File: config.mk
export PLATFORM = sky130hd
export DESIGN_NAME = second_chance_page_replacement_top_flat
export DESIGN_NICKNAME = d
export VERILOG_FILES = /design/src/rtl/core/scpr_pkg.sv /design/src/rtl/core/scpr_ifs.sv /design/src/rtl/core/scpr_datapath.sv /design/src/rtl/core/scpr_ctrl.sv /design/src/rtl/core/second_chance_page_replacement_top.sv /design/src/flat_wrapper.sv
export VERILOG_INCLUDE_DIRS = /design/src /design/src/rtl/core
export SDC_FILE = /design/constraint.sdc
export NUM_CORES = 1
export LEC_CHECK = 0
export BUFFER_PORTS_ARGS = -buffer_cell sky130_fd_sc_hd__buf_2
export CELL_PAD_IN_SITES_DETAIL_PLACEMENT = 1
export CELL_PAD_IN_SITES_GLOBAL_PLACEMENT = 1
export CORE_MARGIN = 2
export CORE_UTILIZATION = 30
export CTS_CLUSTER_SIZE = 14
export DETAILED_ROUTE_END_ITERATION = 8
export PLACE_DENSITY_LB_ADDON = 0.1
export SYNTH_ARGS = -nofsm -noshare
export SYNTH_HDL_FRONTEND = slang
export SYNTH_SLANG_ARGS = --single-unit
File: constraint.sdc
create_clock -name clk -period 11.2 [get_ports clk]
set_input_delay 2.8 -clock clk [delete_from_list [all_inputs] [get_ports clk]]
set_output_delay 2.8 -clock clk [all_outputs]
set_load 0.01 [all_outputs]
File: src/rtl/core/second_chance_page_replacement_top_macros.svh
// assertion macros for the second-chance page replacement block
// used by the top level only, no other dependencies
`ifndef SECOND_CHANCE_PAGE_REPLACEMENT_TOP_MACROS_SVH
`define SECOND_CHANCE_PAGE_REPLACEMENT_TOP_MACROS_SVH

// same-cycle implication, disabled while reset is asserted
`define SCPR_ASSERT_SAME(lbl, clk_s, rstn_s, ante, cons) \
	lbl: assert property (@(posedge clk_s) disable iff (!rstn_s) (ante) |-> (cons)) \
		else $error("scpr check failed");

// next-cycle implication, disabled while reset is asserted
`define SCPR_ASSERT_NEXT(lbl, clk_s, rstn_s, ante, cons) \
	lbl: assert property (@(posedge clk_s) disable iff (!rstn_s) (ante) |=> (cons)) \
		else $error("scpr check failed");

`endif

File: src/rtl/core/scpr_pkg.sv
// shared constants, state encoding and command/status types
// for the second-chance page replacement block; no dependencies
package scpr_pkg;

	localparam int unsigned MAX_FRAMES = 16;
	localparam int unsigned PAGE_BITS  = 16;
	localparam int unsigned SLOT_W     = (MAX_FRAMES > 1) ? $clog2(MAX_FRAMES) : 1;
	localparam int unsigned CNT_W      = $clog2(MAX_FRAMES + 1);
	localparam int unsigned CFG_W      = 5;
	localparam int unsigned FAULT_W    = 32;
	localparam logic [CFG_W-1:0] CFG_RESET = CFG_W'(16);

	typedef enum logic [1:0] {
		ST_IDLE,
		ST_LOOKUP,
		ST_SWEEP,
		ST_EMIT
	} scpr_state_t;

	// controller to datapath
	typedef struct packed {
		logic load_item;
		logic set_refs;
		logic wrap_hand;
		logic skip_slot;
		logic replace;
		logic load_out;
		logic clear_table;
	} scpr_cmd_t;

	// datapath to controller
	typedef struct packed {
		logic hit;
		logic hand_ref;
		logic out_free;
		logic last;
	} scpr_sts_t;

endpackage

File: src/rtl/core/scpr_ifs.sv
// valid/ready channel interfaces for page references and results
// depends on scpr_pkg
interface scpr_ref_if import scpr_pkg::*; ();
	logic                 valid;
	logic                 ready;
	logic [PAGE_BITS-1:0] page_number;
	logic                 last_reference;

	modport source (output valid, output page_number, output last_reference, input ready);
	modport sink (input valid, input page_number, input last_reference, output ready);
endinterface

interface scpr_res_if import scpr_pkg::*; ();
	logic                 valid;
	logic                 ready;
	logic                 hit;
	logic [SLOT_W-1:0]    frame_slot;
	logic                 evicted_valid;
	logic [PAGE_BITS-1:0] evicted_page;
	logic [FAULT_W-1:0]   fault_count;
	logic                 string_done;

	modport source (output valid, output hit, output frame_slot, output evicted_valid,
		output evicted_page, output fault_count, output string_done, input ready);
	modport sink (input valid, input hit, input frame_slot, input evicted_valid,
		input evicted_page, input fault_count, input string_done, output ready);
endinterface

File: src/rtl/core/scpr_datapath.sv
// frame table, clock hand, fault counter and result/output registers
// depends on scpr_pkg
module scpr_datapath import scpr_pkg::*; (
	input  logic                 clk,
	input  logic                 arst_n,
	input  logic                 cfg_we,
	input  logic [CFG_W-1:0]     cfg_wdata,
	input  logic [PAGE_BITS-1:0] page_number,
	input  logic                 last_reference,
	input  scpr_cmd_t            cmd,
	output scpr_sts_t            sts,
	input  logic                 out_ready,
	output logic                 out_valid,
	output logic                 hit,
	output logic [SLOT_W-1:0]    frame_slot,
	output logic                 evicted_valid,
	output logic [PAGE_BITS-1:0] evicted_page,
	output logic [FAULT_W-1:0]   fault_count,
	output logic                 string_done
);

	logic [CFG_W-1:0]      cfg_q;
	logic [MAX_FRAMES-1:0] valid_q;
	logic [MAX_FRAMES-1:0] ref_q;
	logic [SLOT_W-1:0]     hand_q;
	logic [FAULT_W-1:0]    faults_q;
	logic                  out_valid_q;

	logic [PAGE_BITS-1:0]  pages_q [MAX_FRAMES];
	logic [PAGE_BITS-1:0]  item_page_q;
	logic                  item_last_q;
	logic                  res_hit_q;
	logic [SLOT_W-1:0]     res_slot_q;
	logic                  res_ev_valid_q;
	logic [PAGE_BITS-1:0]  res_ev_page_q;
	logic                  out_hit_q;
	logic [SLOT_W-1:0]     out_slot_q;
	logic                  out_ev_valid_q;
	logic [PAGE_BITS-1:0]  out_ev_page_q;
	logic [FAULT_W-1:0]    out_faults_q;
	logic                  out_done_q;

	logic [CNT_W-1:0]      n_eff;
	logic [SLOT_W:0]       n_ext;
	logic [SLOT_W:0]       hand_inc;
	logic [SLOT_W-1:0]     hand_next;
	logic [MAX_FRAMES-1:0] match;
	logic [SLOT_W-1:0]     hit_slot;

	// zero acts as one frame, oversize as all frames
	always_comb begin
		if (cfg_q == '0) begin
			n_eff = CNT_W'(1);
		end else if (32'(cfg_q) > MAX_FRAMES) begin
			n_eff = CNT_W'(MAX_FRAMES);
		end else begin
			n_eff = CNT_W'(cfg_q);
		end
	end

	assign n_ext     = (SLOT_W + 1)'(n_eff);
	assign hand_inc  = {1'b0, hand_q} + 1'b1;
	assign hand_next = (hand_inc >= n_ext) ? '0 : hand_inc[SLOT_W-1:0];

	// parallel compare over active frames, lowest match wins the report
	always_comb begin
		for (int i = 0; i < MAX_FRAMES; i++) begin
			match[i] = valid_q[i] && (pages_q[i] == item_page_q) && ((CNT_W + 1)'(i) < (CNT_W + 1)'(n_eff));
		end
		hit_slot = '0;
		for (int i = MAX_FRAMES - 1; i >= 0; i--) begin
			if (match[i]) begin
				hit_slot = SLOT_W'(i);
			end
		end
	end

	assign sts.hit      = |match;
	assign sts.hand_ref = ref_q[hand_q];
	assign sts.out_free = !out_valid_q || out_ready;
	assign sts.last     = item_last_q;

	always_ff @(posedge clk or negedge arst_n) begin
		if (!arst_n) begin
			cfg_q       <= CFG_RESET;
			valid_q     <= '0;
			ref_q       <= '0;
			hand_q      <= '0;
			faults_q    <= '0;
			out_valid_q <= 1'b0;
		end else begin
			if (cfg_we) begin
				cfg_q <= cfg_wdata;
			end
			if (cmd.clear_table) begin
				valid_q  <= '0;
				ref_q    <= '0;
				hand_q   <= '0;
				faults_q <= '0;
			end else if (cmd.set_refs) begin
				ref_q <= ref_q | match;
			end else if (cmd.wrap_hand) begin
				if ({1'b0, hand_q} >= n_ext) begin
					hand_q <= '0;
				end
			end else if (cmd.skip_slot) begin
				ref_q[hand_q] <= 1'b0;
				hand_q        <= hand_next;
			end else if (cmd.replace) begin
				valid_q[hand_q] <= 1'b1;
				ref_q[hand_q]   <= 1'b0;
				hand_q          <= hand_next;
				if (faults_q != '1) begin
					faults_q <= faults_q + 1'b1;
				end
			end
			if (cmd.load_out) begin
				out_valid_q <= 1'b1;
			end else if (out_ready) begin
				out_valid_q <= 1'b0;
			end
		end
	end

	always_ff @(posedge clk) begin
		if (cmd.load_item) begin
			item_page_q <= page_number;
			item_last_q <= last_reference;
		end
		if (cmd.set_refs) begin
			res_hit_q      <= 1'b1;
			res_slot_q     <= hit_slot;
			res_ev_valid_q <= 1'b0;
			res_ev_page_q  <= '0;
		end
		if (cmd.replace) begin
			res_hit_q       <= 1'b0;
			res_slot_q      <= hand_q;
			res_ev_valid_q  <= valid_q[hand_q];
			res_ev_page_q   <= valid_q[hand_q] ? pages_q[hand_q] : '0;
			pages_q[hand_q] <= item_page_q;
		end
		if (cmd.load_out) begin
			out_hit_q      <= res_hit_q;
			out_slot_q     <= res_slot_q;
			out_ev_valid_q <= res_ev_valid_q;
			out_ev_page_q  <= res_ev_page_q;
			out_faults_q   <= faults_q;
			out_done_q     <= item_last_q;
		end
	end

	assign out_valid     = out_valid_q;
	assign hit           = out_hit_q;
	assign frame_slot    = out_slot_q;
	assign evicted_valid = out_ev_valid_q;
	assign evicted_page  = out_ev_page_q;
	assign fault_count   = out_faults_q;
	assign string_done   = out_done_q;

endmodule

File: src/rtl/core/scpr_ctrl.sv
// controller state machine: lookup, one-frame-per-cycle sweep, result hand-off
// depends on scpr_pkg
module scpr_ctrl import scpr_pkg::*; (
	input  logic      clk,
	input  logic      arst_n,
	input  logic      in_valid,
	output logic      in_ready,
	input  scpr_sts_t sts,
	output scpr_cmd_t cmd
);

	scpr_state_t state_q;
	scpr_state_t state_d;

	always_ff @(posedge clk or negedge arst_n) begin
		if (!arst_n) begin
			state_q <= ST_IDLE;
		end else begin
			state_q <= state_d;
		end
	end

	always_comb begin
		state_d  = state_q;
		in_ready = 1'b0;
		cmd      = '0;
		unique case (state_q)
			ST_IDLE: begin
				in_ready = 1'b1;
				if (in_valid) begin
					cmd.load_item = 1'b1;
					state_d       = ST_LOOKUP;
				end
			end
			ST_LOOKUP: begin
				if (sts.hit) begin
					cmd.set_refs = 1'b1;
					state_d      = ST_EMIT;
				end else begin
					cmd.wrap_hand = 1'b1;
					state_d       = ST_SWEEP;
				end
			end
			ST_SWEEP: begin
				if (sts.hand_ref) begin
					cmd.skip_slot = 1'b1;
				end else begin
					cmd.replace = 1'b1;
					state_d     = ST_EMIT;
				end
			end
			ST_EMIT: begin
				if (sts.out_free) begin
					cmd.load_out    = 1'b1;
					cmd.clear_table = sts.last;
					state_d         = ST_IDLE;
				end
			end
			default: begin
				state_d = ST_IDLE;
			end
		endcase
	end

endmodule

File: src/rtl/core/second_chance_page_replacement_top.sv
// top level of the second-chance (clock) page replacement block
// depends on scpr_pkg, scpr_ifs, scpr_ctrl, scpr_datapath and the macros header
//
// usage
// - ref_ch carries one page reference per item (page_number, last_reference)
// - res_ch returns exactly one result per item, in order
// - cfg_we/cfg_wdata write frames_in_use; write it only while the block is idle
// - a hit goes from lookup straight to emit; a fault goes from lookup into the sweep,
//   which clears each set reference bit the hand passes (0 to frames in use)
//   and then replaces the first frame whose reference bit is clear
// - the sweep moves the hand one frame per cycle; that loop sets the fault time
// - one item is in work at a time; ref_ch.ready is high only between items
// - the result sits in an output register, so the next item is taken while
//   an earlier result still waits on res_ch
// - if res_ch stalls, a finished item waits in its emit step and no new item
//   is taken until the output register frees up
// - after a result with string_done the table, hand and fault count clear;
//   frames_in_use is kept
// - reset empties the table, zeroes hand and fault count, sets frames_in_use to 16
`include "second_chance_page_replacement_top_macros.svh"

module second_chance_page_replacement_top import scpr_pkg::*; (
	input  logic             clk,
	input  logic             arst_n,
	input  logic             cfg_we,
	input  logic [CFG_W-1:0] cfg_wdata,
	scpr_ref_if.sink         ref_ch,
	scpr_res_if.source       res_ch
);

	// command and status between controller and datapath
	scpr_cmd_t cmd;
	scpr_sts_t sts;

	// sequencer: idle, lookup, sweep, emit
	scpr_ctrl u_ctrl (
		.clk      (clk),
		.arst_n   (arst_n),
		.in_valid (ref_ch.valid),
		.in_ready (ref_ch.ready),
		.sts      (sts),
		.cmd      (cmd)
	);

	// frame table, hand, fault counter, output register
	scpr_datapath u_datapath (
		.clk            (clk),
		.arst_n         (arst_n),
		.cfg_we         (cfg_we),
		.cfg_wdata      (cfg_wdata),
		.page_number    (ref_ch.page_number),
		.last_reference (ref_ch.last_reference),
		.cmd            (cmd),
		.sts            (sts),
		.out_ready      (res_ch.ready),
		.out_valid      (res_ch.valid),
		.hit            (res_ch.hit),
		.frame_slot     (res_ch.frame_slot),
		.evicted_valid  (res_ch.evicted_valid),
		.evicted_page   (res_ch.evicted_page),
		.fault_count    (res_ch.fault_count),
		.string_done    (res_ch.string_done)
	);

	// a hit never evicts anything
	`SCPR_ASSERT_SAME(a_hit_no_evict, clk, arst_n, res_ch.valid && res_ch.hit, !res_ch.evicted_valid)
	// a fault result always carries a nonzero count
	`SCPR_ASSERT_SAME(a_fault_counted, clk, arst_n, res_ch.valid && !res_ch.hit, res_ch.fault_count != '0)
	// after taking an item the block is busy for at least the lookup cycle
	`SCPR_ASSERT_NEXT(a_one_item, clk, arst_n, ref_ch.valid && ref_ch.ready, !ref_ch.ready)

endmodule
File: src/flat_wrapper.sv
// flat-port wrapper written by rule: the top's interface ports become plain ports
module second_chance_page_replacement_top_flat import scpr_pkg::*;
  (clk, arst_n, cfg_we, cfg_wdata, ref_ch_valid, ref_ch_page_number, ref_ch_last_reference, ref_ch_ready, res_ch_valid, res_ch_hit, res_ch_frame_slot, res_ch_evicted_valid, res_ch_evicted_page, res_ch_fault_count, res_ch_string_done, res_ch_ready);
  scpr_ref_if ref_ch_i ();
  scpr_res_if res_ch_i ();
  input  logic clk;
  input  logic arst_n;
  input  logic cfg_we;
  input  logic [CFG_W-1:0] cfg_wdata;
  input wire logic [$bits(ref_ch_i.valid)-1:0] ref_ch_valid;
  input wire logic [$bits(ref_ch_i.page_number)-1:0] ref_ch_page_number;
  input wire logic [$bits(ref_ch_i.last_reference)-1:0] ref_ch_last_reference;
  output wire logic [$bits(ref_ch_i.ready)-1:0] ref_ch_ready;
  output wire logic [$bits(res_ch_i.valid)-1:0] res_ch_valid;
  output wire logic [$bits(res_ch_i.hit)-1:0] res_ch_hit;
  output wire logic [$bits(res_ch_i.frame_slot)-1:0] res_ch_frame_slot;
  output wire logic [$bits(res_ch_i.evicted_valid)-1:0] res_ch_evicted_valid;
  output wire logic [$bits(res_ch_i.evicted_page)-1:0] res_ch_evicted_page;
  output wire logic [$bits(res_ch_i.fault_count)-1:0] res_ch_fault_count;
  output wire logic [$bits(res_ch_i.string_done)-1:0] res_ch_string_done;
  input wire logic [$bits(res_ch_i.ready)-1:0] res_ch_ready;
  assign ref_ch_i.valid = ref_ch_valid;
  assign ref_ch_i.page_number = ref_ch_page_number;
  assign ref_ch_i.last_reference = ref_ch_last_reference;
  assign ref_ch_ready = ref_ch_i.ready;
  assign res_ch_valid = res_ch_i.valid;
  assign res_ch_hit = res_ch_i.hit;
  assign res_ch_frame_slot = res_ch_i.frame_slot;
  assign res_ch_evicted_valid = res_ch_i.evicted_valid;
  assign res_ch_evicted_page = res_ch_i.evicted_page;
  assign res_ch_fault_count = res_ch_i.fault_count;
  assign res_ch_string_done = res_ch_i.string_done;
  assign res_ch_i.ready = res_ch_ready;
  second_chance_page_replacement_top u_core (.clk(clk), .arst_n(arst_n), .cfg_we(cfg_we), .cfg_wdata(cfg_wdata), .ref_ch(ref_ch_i), .res_ch(res_ch_i));
endmodule
---- Word level (Yosys, flattened, before mapping) ----
Memory sizes are Yosys's and may differ from the RTL's.
Cells that the tools add are included.
operators by class
  bitwise operators ....................... 4
  equality and inequality tests ........... 28
  $add $sub $neg .......................... 2
  reductions and logical operators ........ 49
  multiplexer cells ....................... 74
  $lt $le $gt $ge ......................... 21
operators by type and width
  operator                                                              number
  16-bit equality test                                                  16
  16-bit 2-to-1 mux                                                     13
  32-bit 2-to-1 mux                                                     6
  4-bit 2-to-1 mux                                                      25
  4-bit by 5-bit < comparator with 1-bit output (first input constant)  8
  1-bit logical AND                                                     33
  32-bit by 1-bit adder with 32-bit output (second input constant)      1
  32-bit inequality test (second input constant)                        1
  16-bit OR                                                             2
  3-bit by 5-bit < comparator with 1-bit output (first input constant)  4
  1-bit 2-to-1 mux                                                      17
  16-bit bitwise AND                                                    1
  16-bit NOT                                                            1
  16-bit OR reduction                                                   1
  2-bit 2-to-1 mux                                                      7
  1-bit by 5-bit < comparator with 1-bit output (first input constant)  2
  2-bit by 5-bit < comparator with 1-bit output (first input constant)  2
  5-bit 2-to-1 mux                                                      2
  2-bit inequality test (second input constant)                         5
  1-bit binary-select mux with 4-bit select                             2
  2-bit case mux with 4 select lines                                    1
  2-bit nonzero test                                                    4
  4-bit nonzero test                                                    2
  3-bit AND reduction                                                   2
  other kinds (19)                                                      20
word-level totals
  input port bits ......................... 27
  bits in writable memories ............... 256
  register bits after elaboration ......... 170
  memories kept ........................... 1
memories
  name                       depth  bits a word  read ports  clocked after memory_dff  write ports  line                 text
  u_core.u_datapath.pages_q  16     16           17          0                         1            scpr_datapath.sv:29  logic [PAGE_BITS-1:0] pages_q [MAX_FRAMES];

---- Depth between registers and ports, before layout ----
  depth after elaboration ................. 23
  depth in mapped cells ................... 13
  depth with buffers taken out ............ 11

---- Modules after synthesis ----
From an unflattened synthesis, not the netlist that was laid out.
second synthesis, totals
  cell total of the unflattened synthesis .. 1435
  area, all modules ....................... 20586.0 um2
modules (own cells, without submodules)
  module         seq. area each (um2)  area each (um2)  instances  cells each
  scpr_datapath  12353.1               20330.7          1          1410
  scpr_ctrl      50.0                  255.2            1          25

---- Worst setup path after synthesis ----
Ideal clock, no wire load.
  path kind ............................... input to register
  start ................................... input port res_ch_ready
  end ..................................... register u_core.u_datapath.valid_q[10]
  stages on the path ...................... 6
  path slack .............................. 5590 ps
  arrival time ............................ 5478 ps
  required time ........................... 11068 ps
  buffers on the path ..................... 1
  setup time .............................. 132 ps
  path through ............................ nand2b_1 and2_1 nand2_1 nor2_1 clkbuf_1 nor2_1
between the ends
  longest elaborated chain between the ends .. 5
  elaborated cells between the ends (all ways) .. 9
  classes of those cells .................. 3 x eq/ne; 3 x mux; 3 x reduce/logical
RTL lines
  element                                                                              line                  text
  from (decl)                                                                          flat_wrapper.sv:21    input wire logic [$bits(res_ch_i.ready)-1:0] res_ch_ready;
  1-bit logical OR *                                                                   scpr_datapath.sv:80   assign sts.out_free = !out_valid_q || out_ready;
  2-bit 2-to-1 mux *                                                                   scpr_ctrl.sv:53       if (sts.out_free) begin
  2-bit 2-to-1 mux *                                                                   scpr_ctrl.sv:27       unique case (state_q)
  2-bit inequality test (no source line) / 2-bit nonzero test (equally long branches)  -
  4-bit AND reduction (no source line)                                                 -
  to (signal assigned)                                                                 scpr_datapath.sv:86   valid_q <= '0;
  to (signal assigned)                                                                 scpr_datapath.sv:96   valid_q <= '0;
  to (signal, indexed assignment)                                                      scpr_datapath.sv:110  valid_q[hand_q] <= 1'b1;
  to (decl)                                                                            scpr_datapath.sv:23   logic [MAX_FRAMES-1:0] valid_q;
Mark *: on every way between the ends. The rest lies on a longest branch, timed or not.
A chain may end at the register's enable or synchronous reset.

---- Worst setup path in the final report ----
  start ................................... input port res_ch_ready
  end ..................................... register u_core.u_datapath.valid_q[6]
The elaborated chain is that of the path after synthesis.

==> results.ini <==
[routing]
via_count=13193
drc=0
via_per_inst=5.17
wirelength_um=70400
drt_iter0_drc=1030
drtAntennaViolNets=0
drt_pre_antenna_iters=5
wl_per_cell_um=27.6

[global_route]
overflow=0
grt_pass1_wl_um=103000
grt_pass1_vias=13962
grtUsageTotal_pct=19.9
grt_max_degree=57
antenna_found_initial=3

[setup_path]
end_kind=flip-flop
crit_path_start=res_ch_ready
crit_path_start_kind=input port
crit_arrival_ns=5.28
crit_top_cell=nor2_1
crit_type=in -> reg
slowest_stage=nor2_1
cp_top_family=simple AND/OR/NAND/NOR gates
worstPathRequired_ns=11.64
critPathMaxStageDelay_ns=0.97
worstReg2RegStart=u_core.u_datapath.hand_q[0]
path_buf_inv=2
cp_max_fo=56
path_cells=buf_2 > nand2b_1 > and2_2 > buf_4 > nand2_1 > nor2_1 > nor2_1

[timing]
post-route-min-period_ns=4.83
fin_crit_sh_pct=43.2
hold_violations=0
worst_pin_slew_ns=1.16
rsz0062_at_grt=false
hold_ws_ns=0.417
slew_violations=0
setup_violations=0
final.setup_skew_ns=0.0372
max_freq_mhz=207
tns_ns=0
relSlewSlack_pct=22.5

[clock_network]
cts_setup_buffers=0
numCtsBuffers=52
cts_tree=built
cts_buffer_depth=3
clk_latency_ns=0.62
htreeDepth=2
clk_pin_slew_ns=0.06
postCtsHoldBufs=0
clock_sinks=426
clockRootBuffer=clkbuf_16
ctsResizeCount=0

[min_path]
hold_start=u_core.u_datapath.res_ev_page_q[2]
hp-class=reg -> reg

[cells_and_area]
final_layout_size_suffix_gt1_share_pct=19.2
areaGrowthSynthToFinish_pct=16.4
final_common_cell=edfxtp_1
n_antenna_cell=0
layout.nets=1622
fill_cells=7122
final_cell_mix=edfxtp_1 (349), xor2_1 (147), xnor2_1 (141)

[synthesis]
yosys_warnings=0
synthArstFlopShare_pct=17.8
synth_edf_count=349
synthCells=1488
yosysSeqAreaShare_pct=59.3
syn-num-nets=1534
synth-seq-cells=426
synth_area_sq_um=20900
yosysUniqueCellTypes=66
avgSynthCellArea_sq_um=14.1
ys_dominant_reg_cell=edfxtp_1

[power]
leakage_nw=8.29
fin_total_pwr_mw=5.91
power_density_nw_per_um2=243
peakVddDrop_mv=0.122

[floorplanning]
die_h_um=268
dieArea_sq_um=71900
initial_utilization_pct=30.4
row_count=96
die_x_um=268
ios=84
coreArea_sq_um=68800

[placed_design]
port_buffers=83
place.gp.congestion=0.865
hpwl_um=50900

[run]
maxCapViolations=0

[outcome]
status=complete, no violations

[sequential cells by signal, indices dropped and copies added, names as in the netlist, 5 cells and up]
signal	flops
u_core.u_datapath.pages_q	256
u_core.u_datapath.fault_count	32
u_core.u_datapath.faults_q	32
u_core.u_datapath.evicted_page	16
u_core.u_datapath.item_page_q	16
u_core.u_datapath.ref_q	16
u_core.u_datapath.res_ev_page_q	16
u_core.u_datapath.valid_q	16
u_core.u_datapath.cfg_q	5
[through the flow]
stage               cells  instance area [sq um]  utilization (%)  setup slack [ns]
floorplan            1488                  20900                -              5.59
global route         2550                  24400             35.4              6.07
finish               2550                  24400             35.4              6.37
detailed placement   2453                  22300             32.5              5.70
CTS                  2550                  24400             35.4              6.37
global placement     2453                  22300             32.5              5.83
[kinds of logic (layout without fill, tap and decap cells)]
| kind of cell | after synthesis | count (layout) | share of synthesized area (%) |
|---|---|---|---|
| compound gates | 103 | 103 | 3.05 |
| mux | 97 | 97 | 9.99 |
| flops | 426 | 426 | 59.3 |
| xor+xnor | 288 | 288 | 12.1 |
| fa+ha+maj | 19 | 19 | 1.14 |
| simple gates | 460 | 460 | 12.3 |
| buf+inv | 95 | 226 | 2.18 |
[cell type report]
cell class | instances | area (sq um) | share of cell area (%)
Timing Repair Buffer | 110 | 621 | 2.55
Clock inverter | 37 | 661 | 2.71
Inverter | 19 | 71.3 | 0.293
Sequential cell | 426 | 12400 | 51.0
Tap cell | 931 | 1160 | 4.78
Clock buffer | 60 | 1360 | 5.59
Multi-Input combinational cell | 967 | 8070 | 33.1
[routing by layer]
| metal | GRT usage (%) | wire length, um | vias up |
|---|---|---|---|
| met3 | 2.02 | 2310 | 82 |
| met5 | 0 | 0 | - |
| met2 | 33.1 | 33900 | 282 |
| met1 | 27.9 | 32600 | 7001 |
| li1 | - | - | 5828 |
| met4 | 4.74 | 1510 | 0 |
[cell usage after synthesis, drive strengths merged (33+ instances only)]
master	instances	area (sq um)
nand4	43	269
o21ai	33	165
xor2	147	1290
xnor2	141	1230
nor4	62	432
nand3	43	215
dfrtp	75	1880
edfxtp	349	10500
buf	47	275
nor2	77	289
nand2	79	297
mux4	89	2000
[final timing paths]
| kind | end | slack, ns | depth (start not counted) |
|---|---|---|---|
| worst max register to register | u_core.u_datapath.pages_q[6][11] | 6.89 | 6 |
| worst min register to register | u_core.u_datapath.evicted_page[2] | 0.42 | 0 |
| worst max-delay path | u_core.u_datapath.valid_q[6] | 6.37 | 7 |
| worst min-delay path | u_core.u_datapath.evicted_page[2] | 0.42 | 0 |
| min in group asynchronous | u_core.u_ctrl.state_q[0] | 2.18 | 1 |
| max in group asynchronous | u_core.u_datapath.faults_q[15] | 8.08 | 2 |
[where the power goes]
group	internal [mW]	switching [mW]	leakage (nW)
sequential	2.04	0.211	4.21
clock	1.27	0.714	0.986
combinational	0.613	1.06	3.09
Note: power is estimated with default switching activity, not from simulation.
